[src/rtl/atl_pkg.sv]
// Shared types and constants of the arithmetic token lexer.
// Used by atl_scan and arith_token_lexer_unit; depends on nothing.
package atl_pkg;

    localparam int VALUE_WIDTH_DEF    = 32;
    localparam int POSITION_WIDTH_DEF = 16;

    localparam int TOK_VALUE_W = 32;
    localparam int TOK_POS_W   = 16;

    localparam logic [2:0] KIND_INT     = 3'd0;
    localparam logic [2:0] KIND_PLUS    = 3'd1;
    localparam logic [2:0] KIND_MINUS   = 3'd2;
    localparam logic [2:0] KIND_STAR    = 3'd3;
    localparam logic [2:0] KIND_SLASH   = 3'd4;
    localparam logic [2:0] KIND_END     = 3'd5;
    localparam logic [2:0] KIND_UNKNOWN = 3'd6;

    localparam logic [7:0] CH_SPACE = 8'h20;
    localparam logic [7:0] CH_TAB   = 8'h09;
    localparam logic [7:0] CH_LF    = 8'h0A;
    localparam logic [7:0] CH_CR    = 8'h0D;
    localparam logic [7:0] CH_FF    = 8'h0C;
    localparam logic [7:0] CH_PLUS  = 8'h2B;
    localparam logic [7:0] CH_MINUS = 8'h2D;
    localparam logic [7:0] CH_STAR  = 8'h2A;
    localparam logic [7:0] CH_SLASH = 8'h2F;
    localparam logic [7:0] CH_ZERO  = 8'h30;
    localparam logic [7:0] CH_NINE  = 8'h39;

    typedef struct packed {
        logic [2:0]             kind;
        logic [TOK_VALUE_W-1:0] value;
        logic [TOK_POS_W-1:0]   line;
        logic [TOK_POS_W-1:0]   col;
        logic                   ovf;
        logic                   last;
    } t_token;

endpackage

[src/rtl/arith_token_lexer_unit.sv]
// Top level of the arithmetic token lexer: input register, atl_scan, two-entry token buffer.
// Depends on atl_pkg and atl_scan.
//
// channel  dir  tdata                          tuser              tlast
// s_axis   in   [7:0] char_code                end_of_input       -
// m_axis   out  [31:0] value [47:32] line      [2:0] kind         last token of
//                [63:48] column                [3] value_overflow the input item
//
// A transaction accepted into the input register is decoded combinationally from it;
// its tokens enter the two-entry buffer once they fit and leave from the buffer head.
// One character per cycle is sustained while each yields at most one token and the
// output is ready; a transaction that yields two (number plus terminator) needs two free entries.
// The input stalls when the decoded tokens do not fit the buffer; s_axis_tready depends
// combinationally on m_axis_tready. Reset is synchronous, active low; no clearing pass.
module arith_token_lexer_unit #(
    parameter int VALUE_WIDTH    = atl_pkg::VALUE_WIDTH_DEF,
    parameter int POSITION_WIDTH = atl_pkg::POSITION_WIDTH_DEF
) (
    input  logic        i_clk,
    input  logic        i_rst_n,
    input  logic        s_axis_tvalid,
    output logic        s_axis_tready,
    input  logic [7:0]  s_axis_tdata,   // [7:0] char_code
    input  logic        s_axis_tuser,   // [0] end_of_input
    output logic        m_axis_tvalid,
    input  logic        m_axis_tready,
    output logic [63:0] m_axis_tdata,   // [31:0] token_value, [47:32] line_at, [63:48] column_at
    output logic [3:0]  m_axis_tuser,   // [2:0] token_kind, [3] value_overflow
    output logic        m_axis_tlast    // last_of_run
);

    logic       r_in_valid;
    logic [7:0] r_in_char;
    logic       r_in_end;

    atl_pkg::t_token r_tok0, r_tok1, n_tok0, n_tok1;
    logic [1:0]      r_cnt, n_cnt;

    atl_pkg::t_token new_tok0, new_tok1;
    logic [1:0]      new_count;
    logic            pop, proc_fire;
    logic [1:0]      remain, space;
    atl_pkg::t_token head;

    atl_scan #(
        .VALUE_WIDTH    (VALUE_WIDTH),
        .POSITION_WIDTH (POSITION_WIDTH)
    ) u_scan (
        .i_clk   (i_clk),
        .i_rst_n (i_rst_n),
        .i_step  (proc_fire),
        .i_char  (r_in_char),
        .i_end   (r_in_end),
        .o_tok0  (new_tok0),
        .o_tok1  (new_tok1),
        .o_count (new_count)
    );

    assign pop       = m_axis_tvalid && m_axis_tready;
    assign remain    = r_cnt - {1'b0, pop};
    assign space     = 2'd2 - remain;
    assign proc_fire = r_in_valid && (new_count <= space);
    assign head      = pop ? r_tok1 : r_tok0;

    assign s_axis_tready = i_rst_n && (!r_in_valid || proc_fire);

    always_comb begin
        n_cnt  = remain + (proc_fire ? new_count : 2'd0);
        n_tok0 = head;
        n_tok1 = r_tok1;
        case (remain)
            2'd0: begin
                n_tok0 = new_tok0;
                n_tok1 = new_tok1;
            end
            2'd1: begin
                n_tok1 = new_tok0;
            end
            default: begin
                n_tok1 = r_tok1;
            end
        endcase
    end

    always_ff @(posedge i_clk) begin
        if (!i_rst_n) begin
            r_in_valid <= 1'b0;
            r_cnt      <= 2'd0;
        end else begin
            if (s_axis_tready) begin
                r_in_valid <= s_axis_tvalid;
            end
            r_cnt <= n_cnt;
        end
    end

    always_ff @(posedge i_clk) begin
        if (s_axis_tvalid && s_axis_tready) begin
            r_in_char <= s_axis_tdata;
            r_in_end  <= s_axis_tuser;
        end
        r_tok0 <= n_tok0;
        r_tok1 <= n_tok1;
    end

    assign m_axis_tvalid = r_cnt != 2'd0;
    assign m_axis_tdata  = {r_tok0.col, r_tok0.line, r_tok0.value};
    assign m_axis_tuser  = {r_tok0.ovf, r_tok0.kind};
    assign m_axis_tlast  = r_tok0.last;

    a_cnt_range: assert property (@(posedge i_clk) disable iff (!i_rst_n)
        r_cnt != 2'd3)
        else $error("token buffer count out of range");

    a_full_blocks: assert property (@(posedge i_clk) disable iff (!i_rst_n)
        r_cnt == 2'd2 && !pop && proc_fire |-> new_count == 2'd0)
        else $error("decode fired tokens into a full token buffer");

    a_ovf_only_int: assert property (@(posedge i_clk) disable iff (!i_rst_n)
        m_axis_tvalid && r_tok0.kind != atl_pkg::KIND_INT |-> !r_tok0.ovf)
        else $error("overflow flag on a non-integer token");

    a_out_hold: assert property (@(posedge i_clk) disable iff (!i_rst_n)
        m_axis_tvalid && !m_axis_tready |=> m_axis_tvalid && $stable(m_axis_tdata)
            && $stable(m_axis_tuser) && $stable(m_axis_tlast))
        else $error("stalled token transaction changed");

endmodule

[src/rtl/atl_scan.sv]
// Lexer state (number accumulator, line and column) and token decode for one character.
// Depends on atl_pkg.
module atl_scan #(
    parameter int VALUE_WIDTH    = atl_pkg::VALUE_WIDTH_DEF,
    parameter int POSITION_WIDTH = atl_pkg::POSITION_WIDTH_DEF
) (
    input  logic            i_clk,
    input  logic            i_rst_n,
    input  logic            i_step,
    input  logic [7:0]      i_char,
    input  logic            i_end,
    output atl_pkg::t_token o_tok0,
    output atl_pkg::t_token o_tok1,
    output logic [1:0]      o_count
);

    localparam int VW = VALUE_WIDTH;
    localparam int PW = POSITION_WIDTH;

    logic          r_in_number, n_in_number;
    logic [VW-1:0] r_acc, n_acc;
    logic          r_ovf, n_ovf;
    logic [PW-1:0] r_line, n_line;
    logic [PW-1:0] r_col, n_col;

    logic            is_digit, is_ws, flush, has_other;
    logic [3:0]      digit;
    logic [VW+3:0]   acc_wide, prod;
    logic [PW+15:0]  line_ext, col_ext;
    logic [VW+31:0]  acc_ext;
    logic [2:0]      other_kind;
    logic [31:0]     other_value;
    atl_pkg::t_token tok_int, tok_other;

    assign is_digit = i_char inside {[atl_pkg::CH_ZERO:atl_pkg::CH_NINE]};
    assign is_ws    = i_char inside {atl_pkg::CH_SPACE, atl_pkg::CH_TAB, atl_pkg::CH_LF,
                                     atl_pkg::CH_CR, atl_pkg::CH_FF};
    assign digit    = i_char[3:0];
    assign acc_wide = {4'b0, r_acc};
    assign prod     = (acc_wide << 3) + (acc_wide << 1) + {{VW{1'b0}}, digit};

    always_comb begin
        n_in_number = r_in_number;
        n_acc       = r_acc;
        n_ovf       = r_ovf;
        n_line      = r_line;
        n_col       = r_col;
        if (i_end) begin
            n_in_number = 1'b0;
            n_acc       = '0;
            n_ovf       = 1'b0;
        end else begin
            if (r_col != {PW{1'b1}}) begin
                n_col = r_col + {{(PW-1){1'b0}}, 1'b1};
            end
            if (i_char == atl_pkg::CH_LF) begin
                n_col = '0;
                if (r_line != {PW{1'b1}}) begin
                    n_line = r_line + {{(PW-1){1'b0}}, 1'b1};
                end
            end
            if (is_digit) begin
                n_in_number = 1'b1;
                if (!r_in_number) begin
                    n_acc = {{(VW-4){1'b0}}, digit};
                    n_ovf = 1'b0;
                end else if (prod[VW+3:VW] != 4'd0) begin
                    n_acc = {VW{1'b1}};
                    n_ovf = 1'b1;
                end else begin
                    n_acc = prod[VW-1:0];
                end
            end else begin
                n_in_number = 1'b0;
                n_acc       = '0;
                n_ovf       = 1'b0;
            end
        end
    end

    // Tokens carry the position after this character.
    assign line_ext = {16'b0, n_line};
    assign col_ext  = {16'b0, n_col};
    assign acc_ext  = {32'b0, r_acc};

    always_comb begin
        has_other   = 1'b1;
        other_kind  = atl_pkg::KIND_UNKNOWN;
        other_value = {24'b0, i_char};
        if (i_end) begin
            other_kind  = atl_pkg::KIND_END;
            other_value = '0;
        end else if (is_digit || is_ws) begin
            has_other   = 1'b0;
            other_value = '0;
        end else begin
            case (i_char)
                atl_pkg::CH_PLUS:  begin other_kind = atl_pkg::KIND_PLUS;  other_value = '0; end
                atl_pkg::CH_MINUS: begin other_kind = atl_pkg::KIND_MINUS; other_value = '0; end
                atl_pkg::CH_STAR:  begin other_kind = atl_pkg::KIND_STAR;  other_value = '0; end
                atl_pkg::CH_SLASH: begin other_kind = atl_pkg::KIND_SLASH; other_value = '0; end
                default: begin
                    other_kind  = atl_pkg::KIND_UNKNOWN;
                    other_value = {24'b0, i_char};
                end
            endcase
        end
    end

    assign flush = r_in_number && (i_end || !is_digit);

    always_comb begin
        tok_int.kind  = atl_pkg::KIND_INT;
        tok_int.value = acc_ext[31:0];
        tok_int.line  = line_ext[15:0];
        tok_int.col   = col_ext[15:0];
        tok_int.ovf   = r_ovf;
        tok_int.last  = !has_other;

        tok_other.kind  = other_kind;
        tok_other.value = other_value;
        tok_other.line  = line_ext[15:0];
        tok_other.col   = col_ext[15:0];
        tok_other.ovf   = 1'b0;
        tok_other.last  = 1'b1;
    end

    assign o_tok0  = flush ? tok_int : tok_other;
    assign o_tok1  = tok_other;
    assign o_count = {1'b0, flush} + {1'b0, has_other};

    always_ff @(posedge i_clk) begin
        if (!i_rst_n) begin
            r_in_number <= 1'b0;
            r_acc       <= '0;
            r_ovf       <= 1'b0;
            r_line      <= {{(PW-1){1'b0}}, 1'b1};
            r_col       <= '0;
        end else if (i_step) begin
            r_in_number <= n_in_number;
            r_acc       <= n_acc;
            r_ovf       <= n_ovf;
            r_line      <= n_line;
            r_col       <= n_col;
        end
    end

    a_line_nonzero: assert property (@(posedge i_clk) disable iff (!i_rst_n)
        r_line != '0)
        else $error("line count reached zero");

    a_end_clears_number: assert property (@(posedge i_clk) disable iff (!i_rst_n)
        i_step && i_end |=> !r_in_number && !r_ovf)
        else $error("number state survived end of input");

    a_newline_col: assert property (@(posedge i_clk) disable iff (!i_rst_n)
        i_step && !i_end && i_char == atl_pkg::CH_LF |=> r_col == '0)
        else $error("newline did not clear column");

    a_ovf_saturates: assert property (@(posedge i_clk) disable iff (!i_rst_n)
        r_ovf |-> r_acc == {VW{1'b1}} && r_in_number)
        else $error("overflow flag without saturated value");

endmodule

[config.mk]
export PLATFORM = sky130hd
export DESIGN_NAME = arith_token_lexer_unit
export DESIGN_NICKNAME = d
export VERILOG_FILES = /design/src/rtl/atl_pkg.sv /design/src/rtl/arith_token_lexer_unit.sv /design/src/rtl/atl_scan.sv
export SDC_FILE = /design/constraint.sdc
export NUM_CORES = 1
export LEC_CHECK = 0
export BUFFER_PORTS_ARGS = -buffer_cell sky130_fd_sc_hd__buf_4
export CAP_MARGIN = 20
export CORE_UTILIZATION = 40
export CTS_BUF_LIST = sky130_fd_sc_hd__clkbuf_4 sky130_fd_sc_hd__clkbuf_8
export DETAILED_ROUTE_END_ITERATION = 8
export PLACE_DENSITY = 0.67
export RECOVER_POWER = 100
export SLEW_MARGIN = 10
export SYNTH_ARGS = -nofsm -noshare
export SYNTH_HDL_FRONTEND = slang
export SYNTH_SLANG_ARGS = --single-unit
[constraint.sdc]
create_clock -name i_clk -period 5.48 [get_ports i_clk]
set_input_delay 1.096 -clock i_clk [delete_from_list [all_inputs] [get_ports i_clk]]
set_output_delay 1.096 -clock i_clk [all_outputs]
set_load 0.01 [all_outputs]
==> results.md, run 1 <==
* Setup ws final at 0.499 ns
* CTS sink count at between 200 and 250
* Sequential power share at 0.442
* Clock share of power at 0.253
* Drt initial violations at 571
* Synth unique cells at slightly above 70
* CTS Hold Bufs at 0
* CP Max Fanout at 13
* Worst-Skew Late Latency at 0.54 ns
* Die area at 0.0302 mm^2
* GPL Wtd Cong at 0.875
* DR top layer: met4
* Layout Area Growth over Synthesis at 12.0%
* Final setup viols at 0
* CP Launch Type: flip-flop
* Clk_skew at 0.0305 ns
* Critical Path Sink Type: flip-flop
* Overall routing resource usage at 0.169
* Die Wd at about 170 um
* Peak VDD IR at 0.000512 V
* Worst reg-to-reg path cell count at 12
* Setup TNS at 0 ns
* Beginning of the worst register-to-register path: r_in_char[3]
* Rows at 62
* Slew headroom at -0.482
* Post-CTS resize count at 0
* Setup Crit Path Kind: flip-flop to flip-flop
* Placed Area at between 0.01 and 0.015 mm^2
* Total routed wirelength at 25700 um
* DRT met1 WL at 12000 um
* Vias per inst at 5.28
* Warnings from Yosys at 0
* Hold Startpoint: r_in_valid
* Worst hold endpoint: r_in_valid
* Met3 wire length at 1190 um
* Vias in the first global route at 8417
* Fin nets at 1335
* Max-Cap Viols at 1
* Fmax at 201 MHz
* Register bit count reported by yosys at roughly 220
* ANT nets after route at 0
* First-pass GRT wire length at about 42000 um
* Total chip power at a little over 6 mW
* Logic pwr share at 0.305
* CTS Buffer Depth at 3
* Post-synthesis async set-or-reset flop share at 0
* TritonCTS buffer count at 37
* EDFF count, synth at 147
* Failing checks: max-capacitance violations, max-slew violations
* Synth Instances at about 1.2k
* Synth Flop Type: edfxtp_1
* Clock period minus worst slack at between 4 and 5 ns
* Sequential element share of the synthesized area at 0.491
* Worst EP arrival at approximately 5.4 ns
* Number of setup buffers added after CTS at 0
* Diode count at 0
* Largest net degree at the start of global routing at 70
* RSZ-0062 raised after global routing: no
* CTS clock-pin slew for the worst setup and hold paths at ~0.060 ns
* DR DRC count at 0
* Leakage power figure at 5.14 nW
* H-tree levels at 2
* Critical Path RT at 5.86 ns
* Flop2flop setup slack at between 0.4 and 0.5 ns
* Design Area, Final at 0.0132 mm^2
* Hold path cells at 2
* Port bufs at 83
* Slew Limit Fails at between 50 and 60
* Post-route clock period utilization at 0.909
* Clock Tree Root: clkbuf_8
* Die H at 174 um
* Share of post-route cells with drive strength above 1 at 0.103
* Hpwl dp at 17200 um
* Psw at 2.17 mW
* Tightest Pin Transition at 2.22 ns
* Core Region at approximately 0.029 mm^2
* WL/cell at 15.5 um
* Outcome: complete, but fails checks
* Sw frac at 0.349
* Pint at 4.04 mW
* Final hold violations at 0
* Mapped Nets at 1265
* TritonCTS clock tree: done
* Grt total ovfl at 0
* DP Worst Slack at 1.05 ns
* Via count at 8773
* Min-Delay Path Class: flip-flop to flip-flop
* WL met2 at 12100 um
* First-pass iteration count of the detailed router at 5
* Synthesized cell area at 0.0118 mm^2
* Starting Density at 0.409
* Avg Cell Area, Syn at around 10 um^2
* Initial antenna violation count at 0
* Num ports at between 80 and 90
* Pwr Density at 470 mW/mm^2
* R2R Path End: u_scan.r_ovf
## cells in the mapped netlist, types with 5 or more instances
master | instances | area [um^2]
nor2_1 | 93 | 349
nand2_1 | 100 | 375
nor4_1 | 5 | 31.3
dfxtp_1 | 69 | 1380
a31oi_1 | 18 | 113
a21o_1 | 10 | 75.1
nor3_1 | 11 | 55.1
o21ai_0 | 94 | 470
xnor2_1 | 35 | 307
or3_1 | 7 | 43.8
ha_1 | 73 | 913
nand2b_1 | 9 | 56.3
xor2_1 | 23 | 201
inv_1 | 49 | 184
and2_1 | 49 | 307
and4_1 | 6 | 52.6
and3_1 | 11 | 68.8
a211oi_1 | 10 | 75.1
o41ai_1 | 8 | 70.1
or2_2 | 7 | 43.8
buf_1 | 7 | 26.3
a22oi_1 | 7 | 52.6
buf_2 | 9 | 45.0
a21oi_1 | 105 | 526
mux2_2 | 34 | 383
nand3_1 | 57 | 285
nand4_1 | 9 | 56.3
edfxtp_1 | 147 | 4410
clkbuf_1 | 47 | 176
nor2b_1 | 5 | 31.3
## registers in the layout (all words and copies together), names as in the netlist
| signal | flops |
|---|---|
| r_tok1 | 69 |
| r_in_end | 1 |
| r_in_char | 8 |
| r_in_valid | 1 |
| u_scan.r_col | 16 |
| u_scan.r_acc | 32 |
| m_axis_tdata | 64 |
| m_axis_tuser | 4 |
| u_scan.r_in_number | 1 |
| u_scan.r_ovf | 1 |
| r_cnt | 2 |
| m_axis_tlast | 1 |
| u_scan.r_line | 16 |
## worst max-delay path, stage by stage, from the launching register on
cell	delay, ns
edfxtp_1	0.53
fa_1	0.55
ha_1	0.34
a211oi_1	0.22
o21ai_1	0.17
o311a_1	0.34
o21ai_0	0.35
a211oi_1	0.15
o22ai_1	0.25
xnor2_2	0.22
nor3_2	0.88
clkbuf_1	0.62
o21ai_0	0.21
## logic make-up (layout without fill, tap and decap cells)
group,Yosys count,in the layout,share of synthesized area
compound gates,287,287,0.142
xor+xnor,59,59,0.0445
fa+ha+maj,75,75,0.0808
buf+inv,115,214,0.0378
flops,216,216,0.491
mux,39,39,0.0378
simple gates,386,386,0.166
## per-layer routing
metal / up-vias / global-route usage
met5: - / 0
met4: 0 / 0.0545
met3: 37 / 0.0294
met2: 212 / 0.279
met1: 4132 / 0.226
li1: 4392 / -
## cell type report
cell class	count	area, um^2
Sequential cell	216	5800
Timing Repair Buffer	96	440
Fill cell	2769	15600
Clock buffer	51	639
Clock inverter	17	165
Inverter	50	188
Tap cell	384	480
Multi-Input combinational cell	846	5500
## cell usage in the layout (no fill, tap or decap), types with 4 or more instances in the layout
cell,n
a211oi_1,10
a21o_1,10
a21oi_1,105
a22oi_1,7
a31oi_1,19
and2_0,39
and2_1,11
and3_1,11
and4_1,6
buf_4,7
clkbuf_1,76
clkbuf_4,19
clkbuf_8,41
clkinv_1,6
clkinv_2,4
dfxtp_1,69
edfxtp_1,147
ha_1,73
inv_1,50
mux2_2,33
mux2i_1,4
nand2_1,100
nand2b_1,10
nand3_1,58
nand4_1,9
nor2_1,94
nor2b_1,5
nor3_1,11
nor4_1,5
o21ai_0,94
o22ai_1,4
o41ai_1,8
or2_2,5
or3_1,8
xnor2_1,35
xor2_1,23
## power groups by stage
stage | combinational (mW) | clock (mW) | sequential (mW)
global route | 2.09 | 1.69 | 2.80
finish | 1.89 | 1.57 | 2.74
CTS | 2.13 | 1.62 | 2.75
floorplan | 1.18 | 0 | 2.89
detailed placement | 2.13 | 0 | 2.78
global placement | 2.09 | 0 | 2.77
## per-stage QoR
step | hold slack, ns | util | std cells
floorplan | 0.458 | - | 1177
CTS | 0.511 | 0.470 | 1659
global route | 0.546 | 0.458 | 1660
detailed placement | 0.501 | 0.442 | 1591
finish | 0.515 | 0.458 | 1660
global placement | 0.474 | 0.442 | 1591
## how the worst max path moves through the flow
stage | startpoint | end | cells after the start
floorplan | r_in_char[2] | r_cnt[1] | 22
global placement | m_axis_tready | s_axis_tready | 11
detailed placement | m_axis_tready | s_axis_tready | 11
CTS | r_in_char[2] | s_axis_tready | 12
global route | r_cnt[1] | r_tok1[26] | 7
finish | r_in_char[3] | u_scan.r_ovf | 12
Note: power is estimated with default switching activity, not from simulation.
==> run 2, diff against run 1 <==
--- a/config.mk
+++ b/config.mk
@@ -10,7 +10,6 @@
 export CORE_UTILIZATION = 40
 export CTS_BUF_LIST = sky130_fd_sc_hd__clkbuf_4 sky130_fd_sc_hd__clkbuf_8
 export DETAILED_ROUTE_END_ITERATION = 8
-export PLACE_DENSITY = 0.67
 export RECOVER_POWER = 100
 export SLEW_MARGIN = 10
 export SYNTH_ARGS = -nofsm -noshare
==> run 2 against run 1 <==
The run still ends with max-capacitance violations, max-slew violations left. Sequential power hardly changed. Worst setup slack worse by 0.071 ns. Sequential cell count stayed put. Combinational power is 3% lower. Register-to-register slack better by 0.09 ns. Hold slack worse by 0.033 ns. Largest power group unchanged.
==> results.md, run 2 (same netlist as run 1, synthesis figures left out) <==
* Flop2flop setup slack at 0.59 ns
* CTS Buffer Depth at 3
* Initial antenna violation count at 0
* Most frequent cells in the layout: 147 x edfxtp_1, 105 x a21oi_1, 100 x nand2_1, 94 x nor2_1, 94 x o21ai_0
* ANT nets after route at 0
* Rows at 62
* Die area at a little over 0.03 mm^2
* CP max stage delay at 0.53 ns
* DR DRC count at 0
* Crit path launch: r_in_char[2]
* Post-CTS resize count at 0
* Vias per inst at about 5.3
* TritonCTS clock tree: done
* Most common cell after layout, fill and taps aside: edfxtp_1
* CTS Hold Bufs at 0
* Critical Path Sink Type: output pin
* Critical-path cell list: o21ai_0 -> nand2_1 -> or3_1 -> nand2_1 -> inv_2 -> ha_1 -> ha_1 -> nor2b_1 -> o21ai_0 -> inv_1 -> a21oi_1 -> clkbuf_1
* Largest Register: r_tok1
* Slew Limit Fails at 107
* Setup ws final at 0.428 ns
* Number of setup buffers added after CTS at 0
* Register Area at 0.00580 mm^2
* Core Region at about 0.029 mm^2
* Port bufs at 83
* Peak VDD IR at a little over 0.0004 V
* DP Worst Slack at 0.976 ns
* CTS clock-pin slew for the worst setup and hold paths at roughly 0.06 ns
* Tightest Pin Transition at between 1.5 and 2 ns
* Grt total ovfl at 0
* CP Max Fanout at 38
* GR Util met2 at 0.277
* Clk_skew at ~0.036 ns
* Worst reg-to-reg path cell count at 7
* Worst EP arrival at 3.96 ns
* Drt initial violations at ~540
* Fmax at ~200 MHz
* Setup TNS at 0 ns
* Die H at 174 um
* Diode count at 0
* Outcome: complete, but fails checks
* Layout Area Growth over Synthesis at 11.7%
* Clock Tree Root: clkbuf_8
* R2R Path End: r_tok1[45]
* Via count at 8814
* Total routed wirelength at roughly 26000 um
* Starting Density at 0.409
* Num ports at 84
* Failing checks: max-capacitance violations, max-slew violations
* Most Crowded Layer GR: met2
* Area of the multi-input gates at 0.00548 mm^2
* Critical Path RT at 4.38 ns
* Final hold violations at 0
* Largest net degree at the start of global routing at 73
* Largest register FFs at 69
* Clock period minus worst slack at 5.05 ns
* GR Util met1 at 0.233
* Slew headroom at -0.0993
* CP top delay family: simple AND/OR/NAND/NOR gates
* Pwr Density at 465 mW/mm^2
* Total chip power at 6.13 mW
* Final setup viols at 0
* Overall routing resource usage at 0.172
* Crit path max-delay cell type: edfxtp_1
* Layout fillers at around 2.8k
* Vias in the first global route at 8415
* Setup Crit Path Kind: flip-flop to output pin
* Share of post-route cells with drive strength above 1 at 0.103
* Placed Area at around 0.013 mm^2
* Critical Path Stages at 12
* M3 GR Usage at 0.0292
* RSZ-0062 raised after global routing: no
* CP endpoint: s_axis_tready
* Worst-Skew Late Latency at around 0.54 ns
* TritonCTS buffer count at 39
* WP buf/inv at 3
* CTS sink count at 216
* Max-Cap Viols at 2
* Die Wd at approximately 170 um
* Post-route clock period utilization at 0.922
* H-tree levels at 2
* Fin nets at about 1.3k
* Beginning of the worst register-to-register path: r_cnt[1]
* Leakage power figure at ~5.2 nW
* WL/cell at 15.5 um
* Hpwl dp at around 17000 um
* Min-Delay Path Class: flip-flop to flip-flop
* CP Launch Type: flip-flop
* First-pass iteration count of the detailed router at 5
* First-pass GRT wire length at 42700 um
* GPL Wtd Cong at between 0.8 and 0.9
* Design Area, Final at 0.0132 mm^2
run 2: changes by cell type in the layout (fill, tap and decap cells not counted), moves of 2 or more:
cell	before	now
and2_0	39	21
and2_1	11	29
clkbuf_4	19	30
mux2_1	1	4
mux2_2	33	30
bufinv_16	3	1
nor3_2	3	1
run 2: tightest hold or removal path, stage by stage, from the launching register on:
cell and delay (ns):
dfxtp_1 0.31, nand3_1 0.06, o21ai_0 0.06
run 2: layout make-up:
cell class,instances,share of cell area
clock inverter,12,0.00731
tap,384,0.0365
timing repair buffer,97,0.0330
inverter,50,0.0142
sequential,216,0.440
multi-input combinational,846,0.416
clock buffer,60,0.0532
run 2: power breakdown:
group,leakage (nW),switching (mW),internal (mW)
clock network,0.425,0.667,0.869
registers,2.10,0.134,2.63
logic,2.64,1.35,0.481
run 2: worst min path at each step:
stage / start / endpoint / slack [ns] / cells after the start
2_1_floorplan: u_scan.r_ovf / u_scan.r_ovf / 0.46 / 2
3_3_place_gp: u_scan.r_ovf / u_scan.r_ovf / 0.47 / 2
3_5_place_dp: u_scan.r_ovf / u_scan.r_ovf / 0.48 / 2
4_1_cts: u_scan.r_ovf / u_scan.r_ovf / 0.49 / 2
5_1_grt: u_scan.r_ovf / u_scan.r_ovf / 0.54 / 2
6_report: u_scan.r_ovf / u_scan.r_ovf / 0.48 / 2
run 2: metrics by stage:
stage	hold slack (ns)	std cells	utilization
global route	0.536	1665	0.457
floorplan	0.458	1177	-
detailed placement	0.479	1593	0.443
CTS	0.488	1665	0.470
global placement	0.474	1593	0.443
finish	0.483	1665	0.457
run 2: per-layer routing:
layer | share of wire | up-vias | wire, um
met5 | 0 | - | 0
met4 | 0.026 | 0 | 682
met3 | 0.051 | 52 | 1320
met2 | 0.45 | 224 | 11700
met1 | 0.47 | 4131 | 12200
li1 | - | 4407 | -
==> run 3, diff against run 2 <==
--- a/config.mk
+++ b/config.mk
@@ -5,13 +5,14 @@
 export SDC_FILE = /design/constraint.sdc
 export NUM_CORES = 1
 export LEC_CHECK = 0
+export ABC_AREA = 1
 export BUFFER_PORTS_ARGS = -buffer_cell sky130_fd_sc_hd__buf_4
 export CAP_MARGIN = 20
 export CORE_UTILIZATION = 40
-export CTS_BUF_LIST = sky130_fd_sc_hd__clkbuf_4 sky130_fd_sc_hd__clkbuf_8
 export DETAILED_ROUTE_END_ITERATION = 8
 export RECOVER_POWER = 100
 export SLEW_MARGIN = 10
 export SYNTH_ARGS = -nofsm -noshare
 export SYNTH_HDL_FRONTEND = slang
+export SYNTH_HIERARCHICAL = 1
 export SYNTH_SLANG_ARGS = --single-unit
==> run 3 against run 2 <==
The flow still finishes with violations (max-capacitance violations, max-slew violations). Sequential cell count is the same. Maximum frequency grew 8.2%. Largest power group unchanged. Combinational power grew 39%. Critical path type unchanged. Synthesized cell count grew 58%. Highest routed layer unchanged. Clock skew shrank 0.024 ns. Via count grew 30%. Hold slack gained 0.028 ns. Die area grew 18%. Sequential power grew 11%.
==> results.md, run 3 <==
* Fmax at 214 MHz
* Synth Instances at around 1.9k
* CP most frequent cell: nand2_1
* TritonCTS buffer count at 24
* Worst-Skew Late Latency at between 0.5 and 0.6 ns
* Diode count at 0
* Core Region at 0.0339 mm^2
* RSZ-0062 raised after global routing: no
* Vias per inst at 4.84
* Layout Area Growth over Synthesis at 6.65%
* Via count at 11.4k
* Synth Flop Type: edfxtp_1
* Drt initial violations at between 800 and 900
* EDFF count, synth at ~150
* Slew Limit Fails at 280
* Most common cell after layout, fill and taps aside: nand2_1
* Overall routing resource usage at 0.192
* WL/cell at 14.3 um
* Initial antenna violation count at 0
* Pwr Density at 481 mW/mm^2
* Largest Register: r_tok1
* TritonCTS clock tree: done
* Die Wd at 189 um
* Adder-cell share of the synthesized area at 0.0684
* Placed cell count at ~2.3k
* Leakage power figure at 7.21 nW
* First-pass iteration count of the detailed router at 6
* Hpwl dp at 24100 um
* Total routed wirelength at 33700 um
* XOR/XNOR Fraction of Synth Area at 0.0138
* Setup TNS at 0 ns
* CTS Buffer Depth at 3
* Starting Density at 0.411
* Final Hold Slack at just over 0.5 ns
* Top cell type's share of synthesized area at 0.317
* CTS sink count at approximately 220
* Most frequent cells in the layout: 741 x nand2_1, 232 x inv_1, 147 x edfxtp_1, 109 x nor2_1, 91 x a21oi_1
* Rows at 67
* Outcome: complete, but fails checks
* Critical Path RT at 4.38 ns
* Final hold violations at 0
* First-pass GRT wire length at 55400 um
* CP Max Fanout at 37
* Final setup viols at 0
* Failing checks: max-capacitance violations, max-slew violations
* Critical-path cell list: nand2_1 -> nand3_1 -> nor3_1 -> nand2_1 -> nand2_1 -> buf_4 -> clkinv_1 -> ha_1 -> inv_1 -> ha_1 -> nand2_1 -> nand3_1 -> nand2_1 -> inv_1 -> clkbuf_1
* Slew headroom at -1.14
* Clk_skew at 0.0118 ns
* Critical Path Sink Type: output pin
* CP Launch Type: flip-flop
* Die H at 189 um
* Num ports at 84
* ANT nets after route at 0
* Synth top cells by count: 739 x nand2_1, 233 x inv_1, 147 x edfxtp_1
* Vias in the first global route at 10.7k
* Grt total ovfl at 0
* Post-route clock period utilization at 0.852
* Final std cells w/o fill at 2360
* GPL Wtd Cong at 0.886
* Crit path max-delay cell type: edfxtp_1
* Top area cells in the synthesized netlist: edfxtp_1 32%, nand2_1 20%, dfxtp_1 9.9%
* Number of setup buffers added after CTS at 0
* Register bit count reported by yosys at 216
* Clock Tree Root: clkbuf_16
* H-tree levels at 1
* Fin nets at 1982
* Compound-gate portion of the synthesized area at 0.0815
* Worst EP arrival at 3.57 ns
* Share of post-route cells with drive strength above 1 at 0.0643
* Synthesized cell area at 0.0139 mm^2
* Post-synthesis simple-gate area fraction at 0.295
* Die area at approximately 0.036 mm^2
* DR DRC count at 0
* Count leader, synth: nand2_1
* Layout fillers at 3583
* Post-synth top area cell: edfxtp_1
* Largest register FFs at 69
* Largest family of logic cells by synthesized area: simple AND/OR/NAND/NOR gates
* Setup Crit Path Kind: flip-flop to output pin
* Post-CTS resize count at 0
* Min-Delay Path Class: flip-flop to flip-flop
* Largest net degree at the start of global routing at 70
* Max-Cap Viols at 4
* Warnings from Yosys at 6
* CTS clock-pin slew for the worst setup and hold paths at 0.06 ns
* Tightest Pin Transition at 3.21 ns
* Avg Cell Area, Syn at 7.47 um^2
* CP max stage delay at 0.47 ns
* Mux cell area share after synthesis at 0
* Clock period minus worst slack at 4.67 ns
* CTS Hold Bufs at 0
* Port bufs at 83
* Sequential element share of the synthesized area at 0.416
* Peak VDD IR at between 0.0004 and 0.0005 V
* Synth unique cells at 54
* Fin util at 0.439
* Post-synthesis async set-or-reset flop share at 0
## run 3: cell count changes in the layout (fill, tap and decap cells not counted), sizes merged, moves of 26 or more
| cell | previous run | this run |
|---|---|---|
| clkbuf | 149 | 112 |
| mux2 | 34 | 0 |
| o21ai | 95 | 57 |
| and2 | 50 | 2 |
| nand2 | 100 | 763 |
| conb | 0 | 26 |
| nor2 | 94 | 121 |
| inv | 51 | 244 |
| xnor2 | 36 | 2 |
## run 3: final timing paths
kind / startpoint / end / slack (ns) / cells after the start
setup / recovery: r_in_char[2] / s_axis_tready / 0.81 / 15
hold / removal: r_tok1[6] / m_axis_tdata[52] / 0.51 / 2
setup reg to reg: r_in_char[2] / u_scan/r_acc[26] / 0.85 / 20
hold reg to reg: r_tok1[6] / m_axis_tdata[52] / 0.51 / 2
## run 3: per-layer routing
layer  routed length [um]  global-route usage  vias to the layer above
met1                17000               0.281                     5248
li1                     -                   -                     5893
met2                14600               0.302                      247
met3                 1640              0.0212                       34
met4                  448              0.0422                        0
met5                    0                   0                        -
## run 3: power by group
part	total, mW	leakage [nW]	switching [mW]	internal [mW]
Sequential	3.06	2.09	0.218	2.84
Combinational	2.55	4.76	1.96	0.585
Clock	1.53	0.370	0.657	0.877
Total	7.14	7.21	2.84	4.30
## run 3: cell type report
class / instances / area, um^2 / area share
timing repair buffer: 92 / 404 / 0.0272
multi-input combinational: 1312 / 6410 / 0.431
sequential: 216 / 5800 / 0.390
tap: 448 / 561 / 0.0377
clock buffer: 27 / 633 / 0.0426
inverter: 248 / 938 / 0.0632
clock inverter: 17 / 114 / 0.00766
## run 3: cell families after synthesis
group	after synthesis
compound gates	192
xor+xnor	22
fa+ha+maj	75
buf+inv	360
flops	216
other cells	2
simple gates	997
## run 3: per-stage QoR
step                worst slack (ns)  total power, mW  area (um^2)
global route                   0.423             7.71        14900
CTS                            0.838             7.42        15200
global placement                1.36             5.82        14500
finish                         0.811             7.14        14900
floorplan                       1.51             5.13        14000
detailed placement              1.26             5.86        14500
## run 3: worst max-delay path: cells and delay by family, from the launching register on
| family | cells | cell delay, ns |
|---|---|---|
| adder cells (fa/ha/maj) | 2 | 0.67 |
| buffers and inverters | 5 | 0.92 |
| flip-flops | 1 | 0.47 |
| AND/OR/NAND/NOR | 8 | 0.98 |
